--- src/hw/rtl/blf_pkg.sv ---
// ---------------------------------------------------------------------------
// blf_pkg
// Shared widths, constants, command/status words and the CORDIC angle table
// for the binary image line fit block.
// ---------------------------------------------------------------------------
package blf_pkg;

  localparam int MAX_ROWS     = 1024;
  localparam int MAX_COLS     = 1024;
  localparam int CORDIC_STEPS = 16;
  localparam int ATAN_ENTRIES = 24;
  localparam int STEP_N       = (CORDIC_STEPS > ATAN_ENTRIES) ? ATAN_ENTRIES : CORDIC_STEPS;

  localparam int SIZE_W = 11;
  localparam int ROW_W  = $clog2(MAX_ROWS);
  localparam int COL_W  = $clog2(MAX_COLS);
  localparam int CNT_W  = 21;
  localparam int SUM_W  = 30;
  localparam int SQ_W   = 40;

  localparam int MUL_AW = 40;
  localparam int MUL_BW = 30;
  localparam int PW     = MUL_AW + MUL_BW;
  localparam int DIV_NW = 35;
  localparam int DIV_DW = CNT_W;
  localparam int MOM_W  = 64;
  localparam int MAG_W  = 63;

  localparam int CW     = 34;
  localparam int ZW     = 35;
  localparam int ITER_W = 5;
  localparam int SEL_W  = 3;
  localparam int CFG_IDX_W = 4;

  localparam logic [SIZE_W-1:0] ROWS_RESET = SIZE_W'(480);
  localparam logic [SIZE_W-1:0] COLS_RESET = SIZE_W'(640);

  localparam logic [CFG_IDX_W-1:0] CFG_IMAGE_ROWS = CFG_IDX_W'(0);
  localparam logic [CFG_IDX_W-1:0] CFG_IMAGE_COLS = CFG_IDX_W'(1);

  // product sequence for the scaled covariances
  localparam logic [SEL_W-1:0] MUL_N_RR  = SEL_W'(0);
  localparam logic [SEL_W-1:0] MUL_RR_RR = SEL_W'(1);
  localparam logic [SEL_W-1:0] MUL_N_CC  = SEL_W'(2);
  localparam logic [SEL_W-1:0] MUL_CC_CC = SEL_W'(3);
  localparam logic [SEL_W-1:0] MUL_N_RC  = SEL_W'(4);
  localparam logic [SEL_W-1:0] MUL_R_C   = SEL_W'(5);
  localparam logic [SEL_W-1:0] MUL_LAST  = MUL_R_C;

  localparam logic [SEL_W-1:0] DIV_ROW  = SEL_W'(0);
  localparam logic [SEL_W-1:0] DIV_COL  = SEL_W'(1);
  localparam logic [SEL_W-1:0] DIV_LAST = DIV_COL;

  localparam logic signed [CW-1:0] GAIN_INV  = CW'(652032874);
  localparam logic signed [ZW-1:0] HALF_TURN = ZW'(64'd2147483648);

  typedef struct packed {
    logic              acc_en;
    logic              mul_start;
    logic              mul_store;
    logic              div_start;
    logic              div_store;
    logic              prep;
    logic              norm_step;
    logic              vec_init;
    logic              vec_step;
    logic              rot_init;
    logic              rot_step;
    logic              out_fire;
    logic [SEL_W-1:0]  sel;
    logic [ITER_W-1:0] iter;
  } blf_cmd_t;

  typedef struct packed {
    logic frame_end;
    logic n_zero;
    logic mul_done;
    logic div_done;
    logic vec_zero;
    logic norm_ok;
  } blf_stat_t;

  // angle of atan(2^-i), 2^32 units per turn
  function automatic logic [29:0] atan_unit(input logic [ITER_W-1:0] i);
    logic [29:0] v;
    case (i)
      5'd0:  v = 30'd536870912;
      5'd1:  v = 30'd316933406;
      5'd2:  v = 30'd167458907;
      5'd3:  v = 30'd85004756;
      5'd4:  v = 30'd42667331;
      5'd5:  v = 30'd21354465;
      5'd6:  v = 30'd10679838;
      5'd7:  v = 30'd5340245;
      5'd8:  v = 30'd2670163;
      5'd9:  v = 30'd1335087;
      5'd10: v = 30'd667544;
      5'd11: v = 30'd333772;
      5'd12: v = 30'd166886;
      5'd13: v = 30'd83443;
      5'd14: v = 30'd41722;
      5'd15: v = 30'd20861;
      5'd16: v = 30'd10430;
      5'd17: v = 30'd5215;
      5'd18: v = 30'd2608;
      5'd19: v = 30'd1304;
      5'd20: v = 30'd652;
      5'd21: v = 30'd326;
      5'd22: v = 30'd163;
      5'd23: v = 30'd81;
      default: v = 30'd0;
    endcase
    return v;
  endfunction

endpackage

--- src/hw/rtl/blf_mul.sv ---
// ---------------------------------------------------------------------------
// blf_mul
// Shift-add unsigned multiplier, one multiplier bit per cycle.
// ---------------------------------------------------------------------------
module blf_mul
  import blf_pkg::*;
(
  input  logic              clk,
  input  logic              rst,
  input  logic              start,
  input  logic [MUL_AW-1:0] a,
  input  logic [MUL_BW-1:0] b,
  output logic [PW-1:0]     prod,
  output logic              done
);

  localparam int MC_W = $clog2(MUL_BW + 1);

  logic            run;
  logic [MC_W-1:0] cnt;
  logic [PW-1:0]   acc;
  logic [MUL_AW-1:0] areg;
  logic [MUL_AW:0] sum;

  assign sum  = {1'b0, acc[PW-1:MUL_BW]} + (acc[0] ? {1'b0, areg} : '0);
  assign prod = acc;

  always_ff @(posedge clk) begin
    if (rst) begin
      run  <= 1'b0;
      done <= 1'b0;
      cnt  <= '0;
    end else begin
      done <= 1'b0;
      if (start) begin
        run <= 1'b1;
        cnt <= '0;
      end else if (run) begin
        cnt <= cnt + MC_W'(1);
        if (cnt == MC_W'(MUL_BW - 1)) begin
          run  <= 1'b0;
          done <= 1'b1;
        end
      end
    end
  end

  always_ff @(posedge clk) begin
    if (start) begin
      acc  <= {{MUL_AW{1'b0}}, b};
      areg <= a;
    end else if (run) begin
      acc <= {sum, acc[MUL_BW-1:1]};
    end
  end

endmodule

--- src/hw/rtl/blf_div.sv ---
// ---------------------------------------------------------------------------
// blf_div
// Restoring unsigned divider, one quotient bit per cycle.
// ---------------------------------------------------------------------------
module blf_div
  import blf_pkg::*;
(
  input  logic              clk,
  input  logic              rst,
  input  logic              start,
  input  logic [DIV_NW-1:0] num,
  input  logic [DIV_DW-1:0] den,
  output logic [DIV_NW-1:0] quo,
  output logic              done
);

  localparam int DC_W = $clog2(DIV_NW + 1);

  logic              run;
  logic [DC_W-1:0]   cnt;
  logic [DIV_DW-1:0] rem;
  logic [DIV_DW-1:0] dreg;
  logic [DIV_NW-1:0] q;
  logic [DIV_DW:0]   rem_sh;
  logic [DIV_DW:0]   diff;
  logic              ge;

  assign rem_sh = {rem, q[DIV_NW-1]};
  assign ge     = rem_sh >= {1'b0, dreg};
  assign diff   = rem_sh - {1'b0, dreg};
  assign quo    = q;

  always_ff @(posedge clk) begin
    if (rst) begin
      run  <= 1'b0;
      done <= 1'b0;
      cnt  <= '0;
    end else begin
      done <= 1'b0;
      if (start) begin
        run <= 1'b1;
        cnt <= '0;
      end else if (run) begin
        cnt <= cnt + DC_W'(1);
        if (cnt == DC_W'(DIV_NW - 1)) begin
          run  <= 1'b0;
          done <= 1'b1;
        end
      end
    end
  end

  always_ff @(posedge clk) begin
    if (start) begin
      rem  <= '0;
      q    <= num;
      dreg <= den;
    end else if (run) begin
      rem <= ge ? diff[DIV_DW-1:0] : rem_sh[DIV_DW-1:0];
      q   <= {q[DIV_NW-2:0], ge};
    end
  end

endmodule

--- src/hw/rtl/blf_ctrl.sv ---
// ---------------------------------------------------------------------------
// blf_ctrl
// Sequencer: pixel accumulation, then the end-of-frame solve steps.
// ---------------------------------------------------------------------------
module blf_ctrl
  import blf_pkg::*;
(
  input  logic      clk,
  input  logic      rst,
  input  logic      start,
  input  blf_stat_t stat,
  output blf_cmd_t  cmd,
  output logic      busy
);

  typedef enum logic [3:0] {
    S_ACC, S_CHECK, S_MUL_GO, S_MUL_WAIT, S_DIV_GO, S_DIV_WAIT,
    S_PREP, S_NORM, S_VEC, S_ROT_INIT, S_ROT, S_OUT
  } state_t;

  state_t            state;
  logic [SEL_W-1:0]  sel;
  logic [ITER_W-1:0] iter;

  assign busy = (state != S_ACC);

  always_comb begin
    cmd      = '0;
    cmd.sel  = sel;
    cmd.iter = iter;
    case (state)
      S_ACC:      cmd.acc_en    = start;
      S_MUL_GO:   cmd.mul_start = 1'b1;
      S_MUL_WAIT: cmd.mul_store = stat.mul_done;
      S_DIV_GO:   cmd.div_start = 1'b1;
      S_DIV_WAIT: cmd.div_store = stat.div_done;
      S_PREP:     cmd.prep      = 1'b1;
      S_NORM: begin
        cmd.vec_init  = stat.norm_ok;
        cmd.norm_step = !stat.norm_ok;
      end
      S_VEC:      cmd.vec_step  = 1'b1;
      S_ROT_INIT: cmd.rot_init  = 1'b1;
      S_ROT:      cmd.rot_step  = 1'b1;
      S_OUT:      cmd.out_fire  = 1'b1;
      default:    cmd           = '0;
    endcase
  end

  always_ff @(posedge clk) begin
    if (rst) begin
      state <= S_ACC;
      sel   <= '0;
      iter  <= '0;
    end else begin
      case (state)
        S_ACC: begin
          if (start && stat.frame_end) state <= S_CHECK;
        end
        S_CHECK: begin
          sel   <= MUL_N_RR;
          state <= stat.n_zero ? S_OUT : S_MUL_GO;
        end
        S_MUL_GO: state <= S_MUL_WAIT;
        S_MUL_WAIT: begin
          if (stat.mul_done) begin
            if (sel == MUL_LAST) begin
              sel   <= DIV_ROW;
              state <= S_DIV_GO;
            end else begin
              sel   <= sel + SEL_W'(1);
              state <= S_MUL_GO;
            end
          end
        end
        S_DIV_GO: state <= S_DIV_WAIT;
        S_DIV_WAIT: begin
          if (stat.div_done) begin
            if (sel == DIV_LAST) begin
              state <= S_PREP;
            end else begin
              sel   <= sel + SEL_W'(1);
              state <= S_DIV_GO;
            end
          end
        end
        S_PREP: state <= stat.vec_zero ? S_ROT_INIT : S_NORM;
        S_NORM: begin
          if (stat.norm_ok) begin
            iter  <= '0;
            state <= S_VEC;
          end
        end
        S_VEC: begin
          iter <= iter + ITER_W'(1);
          if (iter == ITER_W'(STEP_N - 1)) state <= S_ROT_INIT;
        end
        S_ROT_INIT: begin
          iter  <= '0;
          state <= S_ROT;
        end
        S_ROT: begin
          iter <= iter + ITER_W'(1);
          if (iter == ITER_W'(STEP_N - 1)) state <= S_OUT;
        end
        S_OUT:   state <= S_ACC;
        default: state <= S_ACC;
      endcase
    end
  end

endmodule

--- src/hw/rtl/blf_dp.sv ---
// ---------------------------------------------------------------------------
// blf_dp
// Datapath: size registers, raster counters, moment accumulators, serial
// multiply/divide, normalization and the shared CORDIC stage.
// ---------------------------------------------------------------------------
module blf_dp
  import blf_pkg::*;
(
  input  logic                  clk,
  input  logic                  rst,
  input  logic                  cfg_we,
  input  logic [CFG_IDX_W-1:0]  cfg_index,
  input  logic [SIZE_W-1:0]     cfg_data,
  input  logic                  pixel_on,
  input  blf_cmd_t              cmd,
  output blf_stat_t             stat,
  output logic                  done,
  output logic                  fit_valid,
  output logic signed [15:0]    dir_cos,
  output logic signed [15:0]    dir_sin,
  output logic [13:0]           centroid_row,
  output logic [13:0]           centroid_col,
  output logic [CNT_W-1:0]      point_count
);

  logic [SIZE_W-1:0] image_rows;
  logic [SIZE_W-1:0] image_cols;
  logic [SIZE_W-1:0] rows_eff;
  logic [SIZE_W-1:0] cols_eff;
  logic [ROW_W-1:0]  row_pos;
  logic [COL_W-1:0]  col_pos;
  logic              col_last;
  logic              row_last;

  logic [CNT_W-1:0]  set_count;
  logic [SUM_W-1:0]  sum_row;
  logic [SUM_W-1:0]  sum_col;
  logic [SQ_W-1:0]   sum_row_sq;
  logic [SQ_W-1:0]   sum_col_sq;
  logic [SQ_W-1:0]   sum_row_col;
  logic [2*ROW_W-1:0]     row_sq;
  logic [2*COL_W-1:0]     col_sq;
  logic [ROW_W+COL_W-1:0] row_col;

  logic [MUL_AW-1:0] mul_a;
  logic [MUL_BW-1:0] mul_b;
  logic [PW-1:0]     mul_p;
  logic signed [MOM_W-1:0] prod;
  logic signed [MOM_W-1:0] mx_x;
  logic signed [MOM_W-1:0] mx_y;

  logic [DIV_NW-1:0] div_n;
  logic [DIV_NW-1:0] div_q;
  logic [13:0]       div_sat;
  logic [13:0]       cen_row;
  logic [13:0]       cen_col;

  logic [MAG_W-1:0]  mag_x;
  logic [MAG_W-1:0]  mag_y;
  logic [MAG_W-1:0]  mag_or;
  logic              sgn_x;
  logic              sgn_y;
  logic              norm_hi;
  logic              norm_lo;

  logic signed [CW-1:0] px;
  logic signed [CW-1:0] py;
  logic signed [ZW-1:0] z;
  logic signed [CW-1:0] dx;
  logic signed [CW-1:0] dy;
  logic signed [ZW-1:0] at;
  logic signed [CW-1:0] my_s;

  function automatic logic [15:0] sat_q15(input logic signed [CW-1:0] v);
    logic signed [CW:0] t;
    logic signed [CW:0] s;
    logic [15:0]        r;
    t = {v[CW-1], v} + (CW+1)'(16384);
    s = t >>> 15;
    if (s > $signed((CW+1)'(32767)))       r = 16'h7fff;
    else if (s < -$signed((CW+1)'(32768))) r = 16'h8000;
    else                                   r = s[15:0];
    return r;
  endfunction

  // size registers, zero means one, clamp to the maximum
  always_comb begin
    rows_eff = image_rows;
    if (image_rows == '0) rows_eff = SIZE_W'(1);
    else if (image_rows > SIZE_W'(MAX_ROWS)) rows_eff = SIZE_W'(MAX_ROWS);
    cols_eff = image_cols;
    if (image_cols == '0) cols_eff = SIZE_W'(1);
    else if (image_cols > SIZE_W'(MAX_COLS)) cols_eff = SIZE_W'(MAX_COLS);
  end

  assign col_last = (SIZE_W'(col_pos) + SIZE_W'(1)) >= cols_eff;
  assign row_last = (SIZE_W'(row_pos) + SIZE_W'(1)) >= rows_eff;

  always_ff @(posedge clk) begin
    if (rst) begin
      image_rows <= ROWS_RESET;
      image_cols <= COLS_RESET;
    end else if (cfg_we) begin
      if (cfg_index == CFG_IMAGE_ROWS) image_rows <= cfg_data;
      if (cfg_index == CFG_IMAGE_COLS) image_cols <= cfg_data;
    end
  end

  assign row_sq  = {{ROW_W{1'b0}}, row_pos} * {{ROW_W{1'b0}}, row_pos};
  assign col_sq  = {{COL_W{1'b0}}, col_pos} * {{COL_W{1'b0}}, col_pos};
  assign row_col = {{COL_W{1'b0}}, row_pos} * {{ROW_W{1'b0}}, col_pos};

  // raster counters and moments
  always_ff @(posedge clk) begin
    if (rst || cmd.out_fire) begin
      row_pos     <= '0;
      col_pos     <= '0;
      set_count   <= '0;
      sum_row     <= '0;
      sum_col     <= '0;
      sum_row_sq  <= '0;
      sum_col_sq  <= '0;
      sum_row_col <= '0;
    end else if (cmd.acc_en) begin
      if (pixel_on) begin
        set_count   <= set_count + CNT_W'(1);
        sum_row     <= sum_row + SUM_W'(row_pos);
        sum_col     <= sum_col + SUM_W'(col_pos);
        sum_row_sq  <= sum_row_sq + SQ_W'(row_sq);
        sum_col_sq  <= sum_col_sq + SQ_W'(col_sq);
        sum_row_col <= sum_row_col + SQ_W'(row_col);
      end
      if (!col_last) begin
        col_pos <= col_pos + COL_W'(1);
      end else begin
        col_pos <= '0;
        row_pos <= row_last ? '0 : row_pos + ROW_W'(1);
      end
    end
  end

  // covariance products
  always_comb begin
    mul_a = '0;
    mul_b = '0;
    case (cmd.sel)
      MUL_N_RR: begin
        mul_a = sum_row_sq;
        mul_b = MUL_BW'(set_count);
      end
      MUL_RR_RR: begin
        mul_a = MUL_AW'(sum_row);
        mul_b = sum_row;
      end
      MUL_N_CC: begin
        mul_a = sum_col_sq;
        mul_b = MUL_BW'(set_count);
      end
      MUL_CC_CC: begin
        mul_a = MUL_AW'(sum_col);
        mul_b = sum_col;
      end
      MUL_N_RC: begin
        mul_a = sum_row_col;
        mul_b = MUL_BW'(set_count);
      end
      MUL_R_C: begin
        mul_a = MUL_AW'(sum_row);
        mul_b = sum_col;
      end
      default: begin
        mul_a = '0;
        mul_b = '0;
      end
    endcase
  end

  blf_mul u_mul (
    .clk   (clk),
    .rst   (rst),
    .start (cmd.mul_start),
    .a     (mul_a),
    .b     (mul_b),
    .prod  (mul_p),
    .done  (stat.mul_done)
  );

  assign prod = $signed(mul_p[MOM_W-1:0]);

  // mx_x = N^2*(var_r - var_c), mx_y = 2*N^2*cov_rc
  always_ff @(posedge clk) begin
    if (cmd.mul_store) begin
      case (cmd.sel)
        MUL_N_RR:  mx_x <= prod;
        MUL_RR_RR: mx_x <= mx_x - prod;
        MUL_N_CC:  mx_x <= mx_x - prod;
        MUL_CC_CC: mx_x <= mx_x + prod;
        MUL_N_RC:  mx_y <= prod <<< 1;
        MUL_R_C:   mx_y <= mx_y - (prod <<< 1);
        default:   mx_x <= mx_x;
      endcase
    end
  end

  // centroids: (sum*16 + n/2) / n
  assign div_n = (cmd.sel == DIV_COL) ?
                 ({sum_col, 4'b0} + DIV_NW'(set_count >> 1)) :
                 ({sum_row, 4'b0} + DIV_NW'(set_count >> 1));
  assign div_sat = (|div_q[DIV_NW-1:14]) ? 14'h3fff : div_q[13:0];

  blf_div u_div (
    .clk   (clk),
    .rst   (rst),
    .start (cmd.div_start),
    .num   (div_n),
    .den   (set_count),
    .quo   (div_q),
    .done  (stat.div_done)
  );

  always_ff @(posedge clk) begin
    if (cmd.div_store) begin
      if (cmd.sel == DIV_COL) cen_col <= div_sat;
      else                    cen_row <= div_sat;
    end
  end

  // magnitude normalization to [2^29, 2^30)
  assign mag_or  = mag_x | mag_y;
  assign norm_hi = |mag_or[MAG_W-1:30];
  assign norm_lo = ~|mag_or[MAG_W-1:29];

  always_ff @(posedge clk) begin
    if (cmd.prep) begin
      sgn_x <= mx_x[MOM_W-1];
      sgn_y <= mx_y[MOM_W-1];
      mag_x <= mx_x[MOM_W-1] ? MAG_W'(-mx_x) : MAG_W'(mx_x);
      mag_y <= mx_y[MOM_W-1] ? MAG_W'(-mx_y) : MAG_W'(mx_y);
    end else if (cmd.norm_step) begin
      if (norm_hi) begin
        mag_x <= mag_x >> 1;
        mag_y <= mag_y >> 1;
      end else begin
        mag_x <= mag_x << 1;
        mag_y <= mag_y << 1;
      end
    end
  end

  // shared CORDIC stage: vectoring then rotation
  assign dx   = py >>> cmd.iter;
  assign dy   = px >>> cmd.iter;
  assign at   = $signed(ZW'(atan_unit(cmd.iter)));
  assign my_s = $signed(CW'(mag_y[29:0]));

  always_ff @(posedge clk) begin
    if (cmd.prep) begin
      z <= '0;
    end else if (cmd.vec_init) begin
      // left half plane folds over by half a turn
      px <= $signed(CW'(mag_x[29:0]));
      py <= (sgn_x ^ sgn_y) ? -my_s : my_s;
      z  <= sgn_x ? (sgn_y ? -HALF_TURN : HALF_TURN) : '0;
    end else if (cmd.vec_step) begin
      if (!py[CW-1]) begin
        px <= px + dx;
        py <= py - dy;
        z  <= z + at;
      end else begin
        px <= px - dx;
        py <= py + dy;
        z  <= z - at;
      end
    end else if (cmd.rot_init) begin
      px <= GAIN_INV;
      py <= '0;
      z  <= z >>> 1;
    end else if (cmd.rot_step) begin
      if (!z[ZW-1]) begin
        px <= px - dx;
        py <= py + dy;
        z  <= z - at;
      end else begin
        px <= px + dx;
        py <= py - dy;
        z  <= z + at;
      end
    end
  end

  assign stat.frame_end = col_last && row_last;
  assign stat.n_zero    = (set_count == '0);
  assign stat.vec_zero  = (mx_x == '0) && (mx_y == '0);
  assign stat.norm_ok   = !norm_hi && !norm_lo;

  always_ff @(posedge clk) begin
    if (rst) begin
      done <= 1'b0;
    end else begin
      done <= cmd.out_fire;
    end
  end

  always_ff @(posedge clk) begin
    if (cmd.out_fire) begin
      fit_valid    <= !stat.n_zero;
      dir_cos      <= stat.n_zero ? '0 : $signed(sat_q15(px));
      dir_sin      <= stat.n_zero ? '0 : $signed(sat_q15(py));
      centroid_row <= stat.n_zero ? '0 : cen_row;
      centroid_col <= stat.n_zero ? '0 : cen_col;
      point_count  <= set_count;
    end
  end

endmodule

--- src/hw/rtl/binary_image_line_fit_top.sv ---
// ---------------------------------------------------------------------------
// binary_image_line_fit_top
// Principal-axis line fit over a binary image streamed in raster order.
// ---------------------------------------------------------------------------
// Pixels: drive pixel_on with start; a pixel word is taken on each edge with
// start high and busy low, one per cycle while a frame streams in.
// Size: image_rows (index 0) and image_cols (index 1) are written on the cfg
// channel; cfg_ready is always high. Zero reads as one, large values clamp.
// At the last pixel of a frame busy rises and the solve runs: six serial
// shift-add products, two restoring divisions, normalization shifts and
// two 16-step CORDIC passes; a degenerate spread skips normalization and
// vectoring, and an empty frame skips the whole solve. The result word
// then shows for one cycle with done high, busy drops and the next frame
// may start; the receiver cannot stall.
// Reset restores 480 x 640 and clears counters and sums; no result pending.
// ---------------------------------------------------------------------------
module binary_image_line_fit_top
  import blf_pkg::*;
(
  input  logic                 clk,
  input  logic                 rst,
  input  logic                 start,
  output logic                 busy,
  input  logic                 pixel_on,
  input  logic                 cfg_valid,
  output logic                 cfg_ready,
  input  logic [CFG_IDX_W-1:0] cfg_index,
  input  logic [SIZE_W-1:0]    cfg_data,
  output logic                 done,
  output logic                 fit_valid,
  output logic signed [15:0]   dir_cos,
  output logic signed [15:0]   dir_sin,
  output logic [13:0]          centroid_row,
  output logic [13:0]          centroid_col,
  output logic [CNT_W-1:0]     point_count
);

  blf_cmd_t  cmd;
  blf_stat_t stat;

  assign cfg_ready = 1'b1;

  blf_ctrl u_ctrl (
    .clk   (clk),
    .rst   (rst),
    .start (start),
    .stat  (stat),
    .cmd   (cmd),
    .busy  (busy)
  );

  blf_dp u_dp (
    .clk          (clk),
    .rst          (rst),
    .cfg_we       (cfg_valid),
    .cfg_index    (cfg_index),
    .cfg_data     (cfg_data),
    .pixel_on     (pixel_on),
    .cmd          (cmd),
    .stat         (stat),
    .done         (done),
    .fit_valid    (fit_valid),
    .dir_cos      (dir_cos),
    .dir_sin      (dir_sin),
    .centroid_row (centroid_row),
    .centroid_col (centroid_col),
    .point_count  (point_count)
  );

endmodule
--- config.mk ---
export PLATFORM = sky130hd
export DESIGN_NAME = binary_image_line_fit_top
export DESIGN_NICKNAME = d
export VERILOG_FILES = /design/src/hw/rtl/blf_pkg.sv /design/src/hw/rtl/blf_mul.sv /design/src/hw/rtl/blf_div.sv /design/src/hw/rtl/blf_ctrl.sv /design/src/hw/rtl/blf_dp.sv /design/src/hw/rtl/binary_image_line_fit_top.sv
export SDC_FILE = /design/constraint.sdc
export NUM_CORES = 2
export LEC_CHECK = 0
export ABC_AREA = 1
export BUFFER_PORTS_ARGS = -buffer_cell sky130_fd_sc_hd__buf_2
export CORE_AREA = 2 2 416 418
export CTS_BUF_LIST = sky130_fd_sc_hd__clkbuf_4
export CTS_CLUSTER_DIAMETER = 50
export DETAILED_ROUTE_END_ITERATION = 10
export DIE_AREA = 0 0 418 420
export PLACE_DENSITY = 0.74
export SKIP_LAST_GASP = 1
export SYNTH_ARGS = -nofsm -noshare
export SYNTH_HDL_FRONTEND = slang
export SYNTH_HIERARCHICAL = 1
export SYNTH_SLANG_ARGS = --single-unit
--- constraint.sdc ---
create_clock -name clk -period 5.7 [get_ports clk]
set_clock_uncertainty 0.15 [all_clocks]
set_input_delay 0.57 -clock clk [delete_from_list [all_inputs] [get_ports clk]]
set_output_delay 0.57 -clock clk [all_outputs]
set_load 0.01 [all_outputs]
Word-level counts from Yosys, hierarchy flattened

Memories as Yosys holds them, arrays and structs flattened.
Index checks and enable logic that the tools add are counted.

$add $sub $neg: 32
Multiply operators: 3
Order comparisons: 9
Eq/ne operators: 30
Shift operators: 2
Muxes and demuxes: 89
Bitwise operators: 6
Reductions and logical operators: 54

Operators by type and width:

| operator                 | count |
|---|---|
| $mux W63                 | 8 |
| $mux W34                 | 12 |
| $mux W35                 | 11 |
| $pmux W40 S5             | 1 |
| $pmux W64 S3             | 1 |
| $logic_not A64 Y1        | 2 |
| $pmux W64 S2             | 1 |
| $sub A64 B64 Y64         | 2 |
| $neg A63 Y63             | 2 |
| $add A40 B20 Y40         | 3 |
| $mux W30                 | 3 |
| $pmux W30 S3             | 1 |
| $add A34 B16 Y35 const B | 2 |
| $add A34 B20 Y35         | 2 |
| $add A34 B34 Y34         | 2 |
| $sshr A34 B5 Y34         | 2 |
| $sub A34 B34 Y34         | 2 |
| $add A64 B64 Y64         | 1 |
| $or A63 B63 Y63          | 1 |
| $add A30 B10 Y30         | 2 |
| $mul A10 B10 Y20         | 3 |
| $mux W11                 | 4 |
| $pmux W4 S11             | 1 |
| $add A40 B40 Y41         | 1 |
| other kinds (63)         | 155 |

Bits in registers: 927
Memory bits (read-only): 960
Bits of input ports: 20
Output and inout bits: 85
Logic and storage cells: 273
Memories kept: 1

Memory list:

| name            | words | width | read ports | clocked after Yosys merged registers in | wr ports | RTL line      | source |
|---|---|---|---|---|---|---|---|
| (no name shown) | 32    | 30    | 1          | 0                                       | 0        | blf_pkg.sv:86 | `case (i)` |

Longest topological paths before layout

Depth in word-level cells: 10
Depth in mapped cells: 35
Mapped depth without buffers: 33

By module

Netlist, hierarchy kept.

By module, submodules not included:

| module                    | instances | cells an instance | area each (um^2) | sequential area each (um^2) |
|---|---|---|---|---|
| blf_dp                    | 1         | 12357             | 80114.3          | 18587.8 |
| blf_mul                   | 1         | 1057              | 7495.9           | 3042.9 |
| blf_div                   | 1         | 658               | 5026.1           | 2262.2 |
| blf_ctrl                  | 1         | 170               | 950.9            | 240.2 |
| binary_image_line_fit_top | 1         | 2                 | 11.3             | 0.0 |

Worst setup path after synthesis

OpenSTA, ideal clock, no wires.

Path type: reg-to-reg
From: reg u_ctrl.state[1]
To: reg u_dp.mx_y[10], enable pin
Data arrival time: 5414 ps
Path slack: -425 ps
Stages on the path, launching flop included: 7
Path buffers: 0
Clock period less this slack: 6125 ps
Path through: dfxtp_1 inv_1 nand2_1 o21ai_1 nor2_1 inv_1 nor3_1

RTL lines:

| what                   | RTL line       | source |
|---|---|---|
| from (decl)            | blf_ctrl.sv:21 | `state_t state;` |
| from (signal assigned) | blf_ctrl.sv:62 | `state <= stat.n_zero ? S_OUT : S_MUL_GO;` |
| from (signal assigned) | blf_ctrl.sv:87 | `S_PREP: state <= stat.vec_zero ? S_ROT_INIT : S_NORM;` |
| to (signal assigned)   | blf_dp.sv:198  | `MUL_N_RC: mx_y <= prod <<< 1;` |
| to (signal assigned)   | blf_dp.sv:199  | `MUL_R_C: mx_y <= mx_y - (prod <<< 1);` |
| to (decl)              | blf_dp.sv:50   | `logic signed [MOM_W-1:0] mx_y;` |

Final worst setup path

From: reg u_dp.u_mul.acc[49], in the netlist u_dp/u_mul/prod[49]
To: reg u_dp.mx_x[59] (data pin)

Word-level cells in the longest chain between the ends: 2
Elaborated cells between the ends (all ways): 3

Ends and longest elaborated chain:

| what                                                        | RTL line                                    | source |
|---|---|---|
| from (decl)                                                 | blf_mul.sv:21                               | `logic [PW-1:0] acc;` |
| from (signal assigned)                                      | blf_mul.sv:50                               | `acc <= {{MUL_AW{1'b0}}, b};` |
| from (signal assigned)                                      | blf_mul.sv:53                               | `acc <= {sum, acc[MUL_BW-1:1]};` |
| $add A64 B64 Y64 / $sub A64 B64 Y64 (equally long branches) | blf_dp.sv:197, blf_dp.sv:195, blf_dp.sv:196 |  |
| $pmux W64 S3 (*)                                            | blf_dp.sv:193                               | `case (cmd.sel)` |
| to (signal assigned)                                        | blf_dp.sv:194                               | `MUL_N_RR: mx_x <= prod;` |
| to (signal assigned)                                        | blf_dp.sv:195                               | `MUL_RR_RR: mx_x <= mx_x - prod;` |
| to (signal assigned)                                        | blf_dp.sv:197                               | `MUL_CC_CC: mx_x <= mx_x + prod;` |
| to (decl)                                                   | blf_dp.sv:49                                | `logic signed [MOM_W-1:0] mx_x;` |

Every way passes the cells marked *; elsewhere a longest branch is shown, timed or not.
A chain may end at the register's enable or synchronous reset.

==> metrics.md <==
| Metric | Value |
|---|---|
| Worst-case vdd ir drop | `0.274 mV` |
| Result of the run | `finished, final reports clean` |
| Data arrival time of the worst path | `6400 ps` |
| Post-route fraction of the period consumed by the critical path | `97.1%` |
| Switching share of total power | `42.3%` |
| Slowest Stage Delay on Critical Path | `930 ps` |
| Number of cells in the finished layout apart from fillers | `17100` |
| Pwr per Cell Area | `242 nW/um2` |
| Synthesized Nets | `15100` |
| Post-synth EDFFs | `559` |
| Worst-case headroom to the max-slew limit | `22.3%` |
| Count of warnings emitted by yosys | `6` |
| Final Hold Slack | `222 ps` |
| Global-route wire length before repair | `540000 um` |
| Final Net Count | `15600` |
| Cell type with the highest aggregate area in the netlist | `edfxtp_1` |
| Clock tree from TritonCTS | `done` |
| Post-detail-place hpwl | `285000 um` |
| Final min period | `5540 ps` |
| Top Family by Delay on Critical Path | `simple AND/OR/NAND/NOR gates` |
| Via count of the first global-routing pass | `91700` |
| Final weighted congestion in routability-driven placement | `1.09` |
| Flop pwr share | `32.6%` |
| Overflow after GRT | `0` |
| Register bit total from synthesis | `926` |
| Most frequent cell after synthesis | `nand2_1` |
| Ratio of cells with drive above 1 in the final layout | `8.90%` |
| Post-layout worst setup margin | `164 ps` |
| Combinational Power Share | `39.3%` |
| Setup slack after placement | `-57.6 ps` |
| Port buffer count | `103` |
| Total routing usage reported by global routing | `39.8%` |
| Kind of end point of the critical path | `flip-flop` |
| Final ANT Viol Nets | `0` |
| Buffer and inverter count on the worst path | `1` |
| Layout overhead on the synthesized area | `10.2%` |
| Highest Clock Rate | `0.181 GHz` |
| Most area-consuming cells after synthesis | `edfxtp_1 18%, nand2_1 14%, inv_1 9.6%, ha_1 8.5%, dfxtp_1 7.8%` |
| Standard-cell row count | `152` |
| Number of max-cap violations | `0` |
| Leak | `49.6 nW` |
| Cell chosen for the clock root | `clkbuf_4` |
| Minimum setup slack among reg-to-reg paths | `160 ps` |
| Summed instance area of the synthesized netlist | `93600 um2` |
| Main synth FF type | `edfxtp_1` |
| Area of the die | `176000 um2` |
| Worst path required time | `6570 ps` |
| Maximum number of pins on one net before global-route repair | `124` |
| Number of unique standard cell types used by synthesis | `78` |
| Mean post-synth cell area | `6.57 um2` |
| Ordered list of cells on the worst path | `nor4_1 -> nand3_1 -> nor4_1 -> nand3b_1 -> xor2_1 -> a21oi_1 -> ha_1 -> nand2_1 -> nor2_1 -> inv_1 -> nor4_2 -> nand3_1 -> nand2_1 -> nand2_1 -> nand3_1 -> o21ai_0` |
| Startpoint types | `flip-flop` |
| Final-layout fill cell count | `16900` |
| Placed cell count | `16600` |
| Fin. max-slew vios | `0` |
| Worst min path class | `input port to flip-flop` |
| Count of endpoints failing setup in the final report | `0` |
| Cell internal power dissipation | `14.4 mW` |
| X dimension of the die | `418 um` |
| Clock tree buffer depth | `4` |
| Worst skew pair latency | `1370 ps` |
| Detailed router's first-iteration violation count | `11800` |
| # H-tree levels | `5` |
| Fraction of registers with async set or reset after synthesis | `0%` |
| Worst-Margin Slew | `1160 ps` |
| Critical Setup Path Class | `flip-flop to flip-flop` |
| Number of antenna violations at the first check in global routing | `6` |
| Final routed wire length divided by cell count | `21.0 um` |
| Vert. Die Dim | `420 um` |
| Detailed-route vias per instance | `5.80` |
| Switch Pwr | `10.5 mW` |
| Starting density of the core | `54.7%` |
| Share of power burned in the clock network | `28.1%` |
| Synthesized instance count | `14200` |
| Largest fanout on the critical path | `6` |
| Core box area | `171000 um2` |
| Top cells by instance count after synthesis | `3454 x nand2_1, 2392 x inv_1, 1393 x nor2_1, 1046 x o21ai_0, 998 x a21oi_1` |
| Crit path max-delay cell type | `nor4_1` |
| Total via count after detailed routing | `99400` |
| Clock input transition at the sequential cells of the worst setup and hold paths | `60 ps` |
| Hold Violations, Final | `0` |
| DRC viols | `0` |
| Total I/O pin count | `105` |
| Number of buffers added by the clock tree synthesis step | `297` |
| Sequential area share after synthesis | `25.8%` |
| Routed Wire Length | `359000 um` |
| Router iterations before antenna repair | `9` |
| TritonCTS sink count | `926` |
| Area share of the leading cell type in the synthesized netlist | `17.9%` |
-- state kept, by name, indices dropped and copies added (netlist names), 35 cells and up --
signal and cells:
u_dp/mag_x 63, u_dp/mag_y 63, u_dp/mx_x 64, u_dp/mx_y 63, u_dp/sum_col_sq 40, u_dp/sum_row_col 40, u_dp/sum_row_sq 40, u_dp/u_div/quo 35
u_dp/u_mul/areg 40, u_dp/u_mul/prod 70, u_dp/z 35
-- through the flow --
stage	util [%]	power (mW)	TNS [ps]	area (um2)
after global routing	60.3	26.4	-26.0	103000
after CTS	60.2	24.8	0	103000
after floorplan	-	14.8	0	93600
after detailed placement	57.8	17.7	-135	98800
final	60.3	25.0	0	103000
after global placement	57.8	17.7	0	98800
-- cells by family after synthesis --
logic type	count (synthesis)	share of synthesized area, %
AND/OR/NAND/NOR	6509	29.4
buffers and inverters	2868	11.7
AO/OA/AOI/OAI	2716	16.3
flip-flops	926	25.8
adder cells (fa/ha/maj)	863	13.4
XOR/XNOR	316	2.96
multiplexers	45	0.481
other	1	0.00401
-- routing by layer --
metal | GRT usage (%) | share of wire, %
met1 | 52.8 | 41
met2 | 61.4 | 43
met3 | 8.30 | 11
met4 | 20.1 | 5.6
met5 | 0 | 0.035
-- worst reg2reg max path, stage by stage, from the launching register on --
cell,delay [ps]
dfxtp_1,310
nor4_1,930
nand3_1,320
nor4_1,700
nand3b_1,430
xor2_1,250
a21oi_1,100
ha_1,390
nand2_1,120
nor2_1,150
inv_1,100
nor4_2,500
nand3_1,340
nand2_1,150
nand2_1,50
nand3_1,120
o21ai_0,120
-- power groups by stage --
stage	logic (mW)	registers (mW)	clock network (mW)
2_1_floorplan	6.78	8.00	0
3_3_place_gp	9.42	8.26	0
3_5_place_dp	9.45	8.26	0
4_1_cts	9.53	8.12	7.13
5_1_grt	10.8	8.15	7.45
6_report	9.81	8.13	7.01
-- timing repair --
action                     CTS  global route
gates resized for setup      1            75
hold endpoints to repair   177             0
buffers inserted             0             6
pin swaps                    0            11
cloned                       0             1
hold buffers                40             0
setup endpoints to repair    3            90
-- path summary, 6_finish.rpt --
| path | start | to | depth (start not counted) |
|---|---|---|---|
| worst min-delay path | pixel_on | u_dp/set_count[1] | 5 |
| worst min register to register | u_dp/sum_col[29] | u_dp/sum_col[29] | 1 |
| worst max register to register | u_dp/u_mul/prod[49] | u_dp/mx_x[59] | 16 |
| worst max-delay path | u_dp/u_mul/prod[49] | u_dp/mx_x[59] | 16 |
-- cell usage in the layout (no fill, tap or decap), types with 51 or more instances in the layout --
cell | synthesis | final
nand2_1 | 3454 | 3442
inv_1 | 2392 | 2385
nor2_1 | 1393 | 1365
o21ai_0 | 1046 | 1034
a21oi_1 | 998 | 994
nand3_1 | 878 | 878
ha_1 | 634 | 630
edfxtp_1 | 559 | 559
clkbuf_4 | 0 | 429
buf_4 | 8 | 418
dfxtp_1 | 367 | 352
nor3_1 | 244 | 241
xor2_1 | 235 | 235
fa_1 | 229 | 229
nand4_1 | 164 | 164
buf_2 | 49 | 103
nor4_1 | 99 | 97
o211ai_1 | 88 | 88
o221ai_1 | 87 | 87
o21bai_1 | 85 | 85
xnor2_1 | 80 | 80
o21ai_1 | 61 | 67
clkinv_1 | 11 | 66
a31oi_1 | 63 | 63
or2_2 | 64 | 63
nand2_2 | 41 | 52
nand3b_1 | 51 | 51
a21o_1 | 51 | 51
-- area by class of cell --
class,count,area (um2),share of cell area [%]
Clock inverter,87,480,0.466
Clock buffer,429,3220,3.12
Timing Repair Buffer,586,4510,4.37
Tap cell,2233,2790,2.71
Multi-Input combinational cell,10500,58900,57.0
Inverter,2428,9120,8.84
Antenna cell,10,25.0,0.0243
Sequential cell,926,24200,23.4
Note: power is estimated with default switching activity, not from simulation.
